`src/rtl/core/jac_pkg.sv`:
```
// ----------------------------------------------------------------------------
// jac_pkg: joystick axis conditioner shared definitions
// Field widths, fixed-point constants, register indexes and reset values.
// ----------------------------------------------------------------------------
package jac_pkg;

	// stream field widths
	localparam int AxisW   = 3;
	localparam int RawW    = 16;
	localparam int OutW    = 17;

	// fixed-point formats
	localparam int SmoothW = 24;   // Q0.23 smoothed value
	localparam int MulAW   = 25;   // signed operand A of the shared multiplier
	localparam int MulBW   = 17;   // signed operand B of the shared multiplier
	localparam int ProdW   = MulAW + MulBW;

	// configuration register widths
	localparam int WeightW = 16;
	localparam int DeadW   = 15;
	localparam int GainW   = 14;
	localparam int CfgW    = 16;
	localparam int CfgIdxW = 2;

	// register indexes
	localparam logic [CfgIdxW-1:0] REG_WEIGHT = 2'd0;
	localparam logic [CfgIdxW-1:0] REG_DEAD   = 2'd1;
	localparam logic [CfgIdxW-1:0] REG_GAIN   = 2'd2;

	// reset values
	localparam logic [WeightW-1:0] WEIGHT_RST = 16'd6554;
	localparam logic [DeadW-1:0]   DEAD_RST   = 15'd3277;
	localparam logic [GainW-1:0]   GAIN_RST   = 14'd5461;

	// limits
	localparam logic [WeightW-1:0] WEIGHT_ONE = 16'd32768;
	localparam int                 OUT_MAX    = 32768;
	localparam int                 S_MAX      = 8388607;
	localparam int                 S_MIN      = -8388608;

	localparam int AXIS_COUNT_DEF = 8;

endpackage

```
`src/rtl/core/joystick_axis_conditioner_unit.sv`:
```
// ----------------------------------------------------------------------------
// joystick_axis_conditioner_unit: smoothing, dead zone and gain per axis
// Exponential smoothing of each axis in Q0.23, then dead zone, gain and
// saturation to +-1.0, all on one shared multiplier under a small sequencer.
// ----------------------------------------------------------------------------
//
// Channel   | Dir | Beat contents (lowest bit first)
// ----------|-----|-------------------------------------------------------
// s_axis    | in  | tuser: axis_number[2:0]; tdata: raw_sample[15:0]
// m_axis    | out | tuser: axis_number_out[2:0]; tdata: conditioned_value[16:0]
// cfg       | in  | cfg_index selects weight / dead zone / gain, cfg_data
//
// The store read is issued at the accepting edge; the result is loaded into
// the output register after the steps smoothing product, update and dead
// zone, gain product, then round and saturate. s_axis_tready is high only
// while the sequencer is idle, from the cycle after the load, so a new beat
// is taken only after the previous one has been loaded. The result waits
// in the output register; a new beat may be accepted while it waits, and
// the sequencer holds in its last step only while the previous result is unread.
// Reset clears the sequencer, the output valid, the configuration registers to
// their defaults and the store's per-entry valid bits at once.
// ----------------------------------------------------------------------------
module joystick_axis_conditioner_unit
	import jac_pkg::*;
#(
	parameter int AXIS_COUNT = AXIS_COUNT_DEF
) (
	input  logic               clk,
	input  logic               arst_n,
	// configuration write port
	input  logic               cfg_we,
	input  logic [CfgIdxW-1:0] cfg_index,
	input  logic [CfgW-1:0]    cfg_data,
	// input stream
	input  logic               s_axis_tvalid,
	output logic               s_axis_tready,
	input  logic [15:0]        s_axis_tdata,  // raw_sample[15:0]
	input  logic [2:0]         s_axis_tuser,  // axis_number[2:0]
	// output stream
	output logic               m_axis_tvalid,
	input  logic               m_axis_tready,
	output logic [23:0]        m_axis_tdata,  // conditioned_value[16:0], zeros above
	output logic [2:0]         m_axis_tuser   // axis_number_out[2:0]
);

	localparam int AW = (AXIS_COUNT > 1) ? $clog2(AXIS_COUNT) : 1;

	// sequencer codes
	localparam logic [2:0] ST_IDLE = 3'd0;
	localparam logic [2:0] ST_MUL1 = 3'd1;  // smoothing product
	localparam logic [2:0] ST_UPD  = 3'd2;  // new smoothed value, dead zone
	localparam logic [2:0] ST_MUL2 = 3'd3;  // gain product
	localparam logic [2:0] ST_FIN  = 3'd4;  // round, saturate, load output

	logic [2:0] state_q;

	// configuration registers
	logic [WeightW-1:0] weight_q;
	logic [DeadW-1:0]   dead_q;
	logic [GainW-1:0]   gain_q;

	// item registers
	logic [AxisW-1:0]          axis_q;
	logic signed [RawW-1:0]    raw_q;
	logic                      inrange_q;
	logic signed [SmoothW-1:0] s_q;
	logic                      neg_q;
	logic                      zero_q;
	logic [SmoothW-1:0]        m_q;

	// output register
	logic                      out_valid_q;
	logic [AxisW-1:0]          out_axis_q;
	logic signed [OutW-1:0]    out_value_q;

	logic accept;
	logic in_rng;
	logic [AW-1:0] rd_addr;
	logic [AW-1:0] wr_addr;
	logic st_we;
	logic signed [SmoothW-1:0] st_rdata;

	logic mul_en;
	logic signed [MulAW-1:0] mul_a;
	logic signed [MulBW-1:0] mul_b;
	logic signed [ProdW-1:0] prod;

	logic [WeightW-1:0]        w_eff;
	logic signed [SmoothW-1:0] x23;
	logic signed [ProdW-1:0]   rnd1;
	logic signed [27:0]        s_sum;
	logic signed [SmoothW-1:0] s_new;
	logic [SmoothW-1:0]        mag;
	logic [SmoothW-1:0]        dz23;
	logic [ProdW-1:0]          rnd2;
	logic [21:0]               q_full;
	logic [OutW-1:0]           q_sat;
	logic signed [OutW-1:0]    result;
	logic                      out_load;

	assign accept        = s_axis_tvalid && s_axis_tready;
	assign s_axis_tready = (state_q == ST_IDLE);
	assign in_rng        = (32'(s_axis_tuser) < AXIS_COUNT);
	assign rd_addr       = AW'(s_axis_tuser);
	assign wr_addr       = AW'(axis_q);
	assign st_we         = (state_q == ST_UPD) && inrange_q;
	assign out_load      = (state_q == ST_FIN) && (!out_valid_q || m_axis_tready);

	// configuration writes; unknown indexes drop
	always_ff @(posedge clk or negedge arst_n) begin
		if (!arst_n) begin
			weight_q <= WEIGHT_RST;
			dead_q   <= DEAD_RST;
			gain_q   <= GAIN_RST;
		end else if (cfg_we) begin
			case (cfg_index)
				REG_WEIGHT: weight_q <= cfg_data[WeightW-1:0];
				REG_DEAD:   dead_q   <= cfg_data[DeadW-1:0];
				REG_GAIN:   gain_q   <= cfg_data[GainW-1:0];
				default: ;
			endcase
		end
	end

	jac_store #(
		.DEPTH(AXIS_COUNT),
		.AW   (AW)
	) u_store (
		.clk   (clk),
		.arst_n(arst_n),
		.rd_en (accept && in_rng),
		.raddr (rd_addr),
		.rdata (st_rdata),
		.we    (st_we),
		.waddr (wr_addr),
		.wdata (s_new)
	);

	// weight above one acts as one
	assign w_eff = (weight_q > WEIGHT_ONE) ? WEIGHT_ONE : weight_q;
	assign x23   = {raw_q, 8'd0};

	// operand select for the shared multiplier:
	// first pass (x - s) * w, second pass (|s| - dz) * gain
	always_comb begin
		mul_en = 1'b0;
		mul_a  = '0;
		mul_b  = '0;
		case (state_q)
			ST_MUL1: begin
				mul_en = 1'b1;
				mul_a  = MulAW'(x23) - MulAW'(st_rdata);
				mul_b  = signed'({1'b0, w_eff});
			end
			ST_MUL2: begin
				mul_en = 1'b1;
				mul_a  = signed'({1'b0, m_q});
				mul_b  = signed'(MulBW'(gain_q));
			end
			default: ;
		endcase
	end

	jac_mult u_mult (
		.clk   (clk),
		.en    (mul_en),
		.op_a  (mul_a),
		.op_b  (mul_b),
		.prod_q(prod)
	);

	// s_new = s + floor((prod + 2^14) / 2^15), clamped to 24 bits
	assign rnd1  = prod + ProdW'(16384);
	assign s_sum = 28'(s_q) + 28'(signed'(rnd1[ProdW-1:15]));
	always_comb begin
		if (s_sum > 28'(S_MAX)) begin
			s_new = SmoothW'(S_MAX);
		end else if (s_sum < 28'(S_MIN)) begin
			s_new = SmoothW'(S_MIN);
		end else begin
			s_new = s_sum[SmoothW-1:0];
		end
	end

	assign mag  = s_new[SmoothW-1] ? SmoothW'(-s_new) : SmoothW'(s_new);
	assign dz23 = {1'b0, dead_q, 8'd0};

	// gain product rounded half up to Q0.15, then saturate and restore the sign
	assign rnd2   = prod + ProdW'(1 << 19);
	assign q_full = rnd2[41:20];
	assign q_sat  = (q_full > 22'(OUT_MAX)) ? OutW'(OUT_MAX) : q_full[OutW-1:0];
	always_comb begin
		if (!inrange_q || zero_q) begin
			result = '0;
		end else if (neg_q) begin
			result = signed'(OutW'(0) - q_sat);
		end else begin
			result = signed'(q_sat);
		end
	end

	// sequencer
	always_ff @(posedge clk or negedge arst_n) begin
		if (!arst_n) begin
			state_q <= ST_IDLE;
		end else begin
			case (state_q)
				ST_IDLE: if (accept) state_q <= ST_MUL1;
				ST_MUL1: state_q <= ST_UPD;
				ST_UPD:  state_q <= ST_MUL2;
				ST_MUL2: state_q <= ST_FIN;
				ST_FIN:  if (out_load) state_q <= ST_IDLE;
				default: state_q <= ST_IDLE;
			endcase
		end
	end

	// item payload: capture on accept, advance through the steps
	always_ff @(posedge clk) begin
		if (accept) begin
			axis_q    <= s_axis_tuser;
			raw_q     <= signed'(s_axis_tdata);
			inrange_q <= in_rng;
		end
		if (state_q == ST_MUL1) begin
			s_q <= st_rdata;
		end
		if (state_q == ST_UPD) begin
			neg_q  <= s_new[SmoothW-1];
			zero_q <= (mag < dz23);
			m_q    <= mag - dz23;
		end
	end

	// output register
	always_ff @(posedge clk or negedge arst_n) begin
		if (!arst_n) begin
			out_valid_q <= 1'b0;
		end else if (out_load) begin
			out_valid_q <= 1'b1;
		end else if (m_axis_tready) begin
			out_valid_q <= 1'b0;
		end
	end

	always_ff @(posedge clk) begin
		if (out_load) begin
			out_axis_q  <= axis_q;
			out_value_q <= result;
		end
	end

	assign m_axis_tvalid = out_valid_q;
	assign m_axis_tuser  = out_axis_q;
	assign m_axis_tdata  = {7'd0, out_value_q};

`ifndef SYNTH
	// a new result appears only out of the last sequencer step
	a_out_from_fin: assert property (@(posedge clk) disable iff (!arst_n)
		$rose(m_axis_tvalid) |-> $past(state_q) == ST_FIN)
		else $error("output valid rose outside the final step");

	// an accepted beat always starts the smoothing pass
	a_accept_starts: assert property (@(posedge clk) disable iff (!arst_n)
		s_axis_tvalid && s_axis_tready |=> state_q == ST_MUL1)
		else $error("accepted beat did not start the sequencer");

	// the store is written only in the update step of an in-range axis
	a_store_write: assert property (@(posedge clk) disable iff (!arst_n)
		st_we |-> state_q == ST_UPD && inrange_q)
		else $error("store written outside the update step");

	// the delivered value stays within plus or minus one
	a_out_range: assert property (@(posedge clk) disable iff (!arst_n)
		m_axis_tvalid |-> out_value_q <= 17'sd32768 && out_value_q >= -17'sd32768)
		else $error("conditioned value out of range");
`endif

endmodule

```
`src/rtl/core/jac_mult.sv`:
```
// ----------------------------------------------------------------------------
// jac_mult: shared signed multiplier
// One 25x17 signed multiply per enabled cycle, product registered.
// ----------------------------------------------------------------------------
module jac_mult
	import jac_pkg::*;
(
	input  logic                     clk,
	input  logic                     en,
	input  logic signed [MulAW-1:0]  op_a,
	input  logic signed [MulBW-1:0]  op_b,
	output logic signed [ProdW-1:0]  prod_q
);

	always_ff @(posedge clk) begin
		if (en) begin
			prod_q <= ProdW'(op_a) * ProdW'(op_b);
		end
	end

endmodule

```
`src/rtl/core/jac_store.sv`:
```
// ----------------------------------------------------------------------------
// jac_store: per-axis smoothed value store
// Single write port, one registered read port; entries never written read 0.
// ----------------------------------------------------------------------------
module jac_store
	import jac_pkg::*;
#(
	parameter int DEPTH = AXIS_COUNT_DEF,
	parameter int AW    = 3
) (
	input  logic                      clk,
	input  logic                      arst_n,
	input  logic                      rd_en,
	input  logic [AW-1:0]             raddr,
	output logic signed [SmoothW-1:0] rdata,
	input  logic                      we,
	input  logic [AW-1:0]             waddr,
	input  logic signed [SmoothW-1:0] wdata
);

	logic signed [SmoothW-1:0] mem [DEPTH];
	logic [DEPTH-1:0]          valid_q;
	logic signed [SmoothW-1:0] rdata_q;
	logic                      rvalid_q;

	always_ff @(posedge clk) begin
		if (we) begin
			mem[waddr] <= wdata;
		end
		if (rd_en) begin
			rdata_q <= mem[raddr];
		end
	end

	always_ff @(posedge clk or negedge arst_n) begin
		if (!arst_n) begin
			valid_q  <= '0;
			rvalid_q <= 1'b0;
		end else begin
			if (we) begin
				valid_q[waddr] <= 1'b1;
			end
			if (rd_en) begin
				rvalid_q <= valid_q[raddr];
			end
		end
	end

	// an entry not yet written reads as zero through its cleared valid bit
	assign rdata = rvalid_q ? rdata_q : '0;

endmodule
```
`config.mk`:
```
export PLATFORM = sky130hd
export DESIGN_NAME = joystick_axis_conditioner_unit
export DESIGN_NICKNAME = d
export VERILOG_FILES = /design/src/rtl/core/jac_pkg.sv /design/src/rtl/core/joystick_axis_conditioner_unit.sv /design/src/rtl/core/jac_mult.sv /design/src/rtl/core/jac_store.sv
export SDC_FILE = /design/constraint.sdc
export NUM_CORES = 2
export LEC_CHECK = 0
export BUFFER_PORTS_ARGS = -buffer_cell sky130_fd_sc_hd__buf_2
export CELL_PAD_IN_SITES_DETAIL_PLACEMENT = 1
export CELL_PAD_IN_SITES_GLOBAL_PLACEMENT = 1
export CORE_UTILIZATION = 30
export DETAILED_ROUTE_END_ITERATION = 16
export PLACE_DENSITY_LB_ADDON = 0.3
export SYNTH_ARGS = -nofsm -noshare
export SYNTH_HDL_FRONTEND = slang
export SYNTH_SLANG_ARGS = --single-unit
```
`constraint.sdc`:
```
create_clock -name clk -period 13.8 [get_ports clk]
set_clock_uncertainty 0.15 [all_clocks]
set_input_delay 2.07 -clock clk [delete_from_list [all_inputs] [get_ports clk]]
set_output_delay 2.07 -clock clk [all_outputs]
set_load 0.01 [all_outputs]
```
==> impl_metrics.yaml <==
floorplanning:
  start_util: 0.302
  dieArea_um2: 115000
  core_area_um2: 112000
  ioPinCount: 71
  die_w_um: 338
  rows: 123
  chipHeight_um: 338
setup_path:
  endpoint_kind: "flop"
  cp-start-kind: "flop"
  cp_max_fo: 31
  worstPathRequired_ns: 13.94
  arrival_ns: 10.45
  crit_top_cell: "fa_1"
  critPathMaxStageDelay_ns: 0.63
  crit_slowest_cell: "a22oi_1"
  worstSetupPathType: "flop to flop"
cells_and_area:
  nets: 3830
  layout-drive-gt1-share: 0.114
  area_delta_synth_final_pct: 10.7
  n_antenna_cell: 0
  fin_cells: 4765
  fin_util: 0.335
route:
  drt_iter0_drc: 1497
  dr_wl_met2_um: 51500
  ant_nets: 0
  wire_per_inst_um: 22.3
  dr.pass1.iters: 5
  route.detailed.drc: 0
  vias: 23500
  wl_met3_um: 4000
  drt-total-wl_um: 106000
  routed_via_density: 4.93
  m1WireLength_um: 48100
  maxUsedRoutingLayer: "met4"
logic_synthesis:
  ys_seq_area_frac: 0.338
  synth_cell_types: 88
  syn_inst: 3187
  synth_edf_count: 333
  synth_top_area_share: 0.294
  async_flop_share: 0.148
  yosys-top-cells-area: "edfxtp_1 29%, fa_1 23%, ha_1 6.1%"
  synth_area_um2: 34000
  synth_top_area_cell: "edfxtp_1"
  synth_seq_cells: 391
  yosys_warnings: 0
  syn_avg_cell_area_um2: 10.7
  synth-main-ff-cell: "edfxtp_1"
clock_network:
  clk_pin_slew_ns: 0.06
  cts_sinks: 391
  cts_tree: "done"
  ctsResizeCount: 0
  clock_latency_ns: 0.61
  cts.htree.levels: 2
  cts_root_buf: "clkbuf_16"
  clock_path_buffers: 3
  cts_setup_buffers: 0
  holdBufCountCts: 0
  cts_buffers: 44
worst_hold_path:
  hold_path.class: "flop to flop"
place:
  pre_cts_slack_ns: 3.62
  dpl.cell_count: 4685
  place.detailed.hpwl_um: 84000
  portBuffers: 63
  place_congestion: 0.935
run_status:
  status: "completed"
global_route:
  grt_pass1_vias: 25100
  grt.total_usage: 0.184
  antenna_found_initial: 2
  grt_pass1_wl_um: 159000
  grt_overflow: 0
  grt_max_degree: 59
timing:
  finalCritPeriodShare: 0.747
  rsz0062_at_grt: "no"
  setup_viol: 0
  timing.fmax_mhz: 97.0
  fin_crit_ns: 10.31
  slew_headroom: 0.143
  hold_violations: 0
  slew_violations: 0
  tightest_slew_ns: 1.27
  fin_setup_tns_ns: 0
  finalWorstSetupSlack_ns: 3.49
flow_run:
  maxCapViolations: 0
sequential cells by signal, summed over array words and instances, names as in the netlist, 3 cells and up:
name	cells
out_value_q	17
u_store.rdata_q	24
dead_q	15
m_q	24
u_mult.prod_q	28
s_q	24
state_q	3
axis_q	3
raw_q	16
u_store.mem	192
weight_q	16
m_axis_tuser	3
gain_q	14
u_store.valid_q	8
cells in the final DEF (no fill, tap or decap), drive strengths merged, types with 34 or more instances in the layout:
master  synthesis  final
ha            166    166
mux4           50     50
clkbuf        105     54
dfrtp          37     37
buf            26    123
o21ai          75     75
fa            391    391
inv           538    540
nor2          251    251
edfxtp        333    333
nor3           65     65
nand2         376    376
xnor2          90     90
a21o           43     43
a21oi          86     86
and3           34     34
xor2           55     55
mux2           72     72
synth_stat cells, drive strengths merged (65+ instances only):
master / instances
clkbuf: 105
fa: 391
nor3: 65
inv: 538
xnor2: 90
nor2: 251
ha: 166
edfxtp: 333
a21oi: 86
nand2: 376
mux2: 72
o21ai: 75
area by class of cell:
| class | count | area (µm²) |
|---|---|---|
| Clock inverter | 26 | 297 |
| Inverter | 538 | 2020 |
| Multi-Input combinational cell | 2133 | 20000 |
| Sequential cell | 391 | 11500 |
| Clock buffer | 54 | 1180 |
| Tap cell | 1500 | 1880 |
| Timing Repair Buffer | 123 | 768 |
| Fill cell | 12700 | 74800 |
worst max-delay path: cells and delay by family, from the launching register on:
kind            cells  cell delay (ns)
buf+inv             5             0.49
xor+xnor            2             0.33
simple gates        7             1.09
compound gates     12             3.85
fa+ha+maj           8             3.75
flops               1             0.32
path summary, 6_finish.rpt:
check / from / endpoint / slack, ns / cells after the start
worst max-delay path: u_store.rvalid_q / u_mult.prod_q[41] / 3.49 / 34
worst min-delay path: u_store.valid_q[6] / u_store.valid_q[6] / 0.32 / 1
worst min register to register: u_store.valid_q[6] / u_store.valid_q[6] / 0.32 / 1
min in group asynchronous: arst_n / weight_q[15] / 1.50 / 2
worst max register to register: u_store.rvalid_q / u_mult.prod_q[41] / 3.49 / 34
max in group asynchronous: arst_n / dead_q[1] / 11.47 / 2
logic make-up after synthesis:
family	synth area share
other cells	0.000110
fa+ha+maj	0.292
flops	0.338
compound gates	0.0780
simple gates	0.120
buf+inv	0.0756
mux	0.0592
xor+xnor	0.0376
metal layers:
metal | global-route usage | vias up
met4 | 0.0436 | 0
li1 | - | 10600
met5 | 0 | -
met1 | 0.251 | 12400
met3 | 0.0204 | 101
met2 | 0.311 | 438
per-stage QoR:
| step | hold WS (ns) | area [µm²] |
|---|---|---|
| 2_1_floorplan | 0.284 | 34000 |
| 3_3_place_gp | 0.297 | 36100 |
| 3_5_place_dp | 0.303 | 36100 |
| 4_1_cts | 0.318 | 37600 |
| 5_1_grt | 0.344 | 37600 |
| 6_report | 0.318 | 37600 |
Power is left out: the tool's default activity adds up to more than one toggle a clock period on the data nets, which glitch-free logic cannot reach.
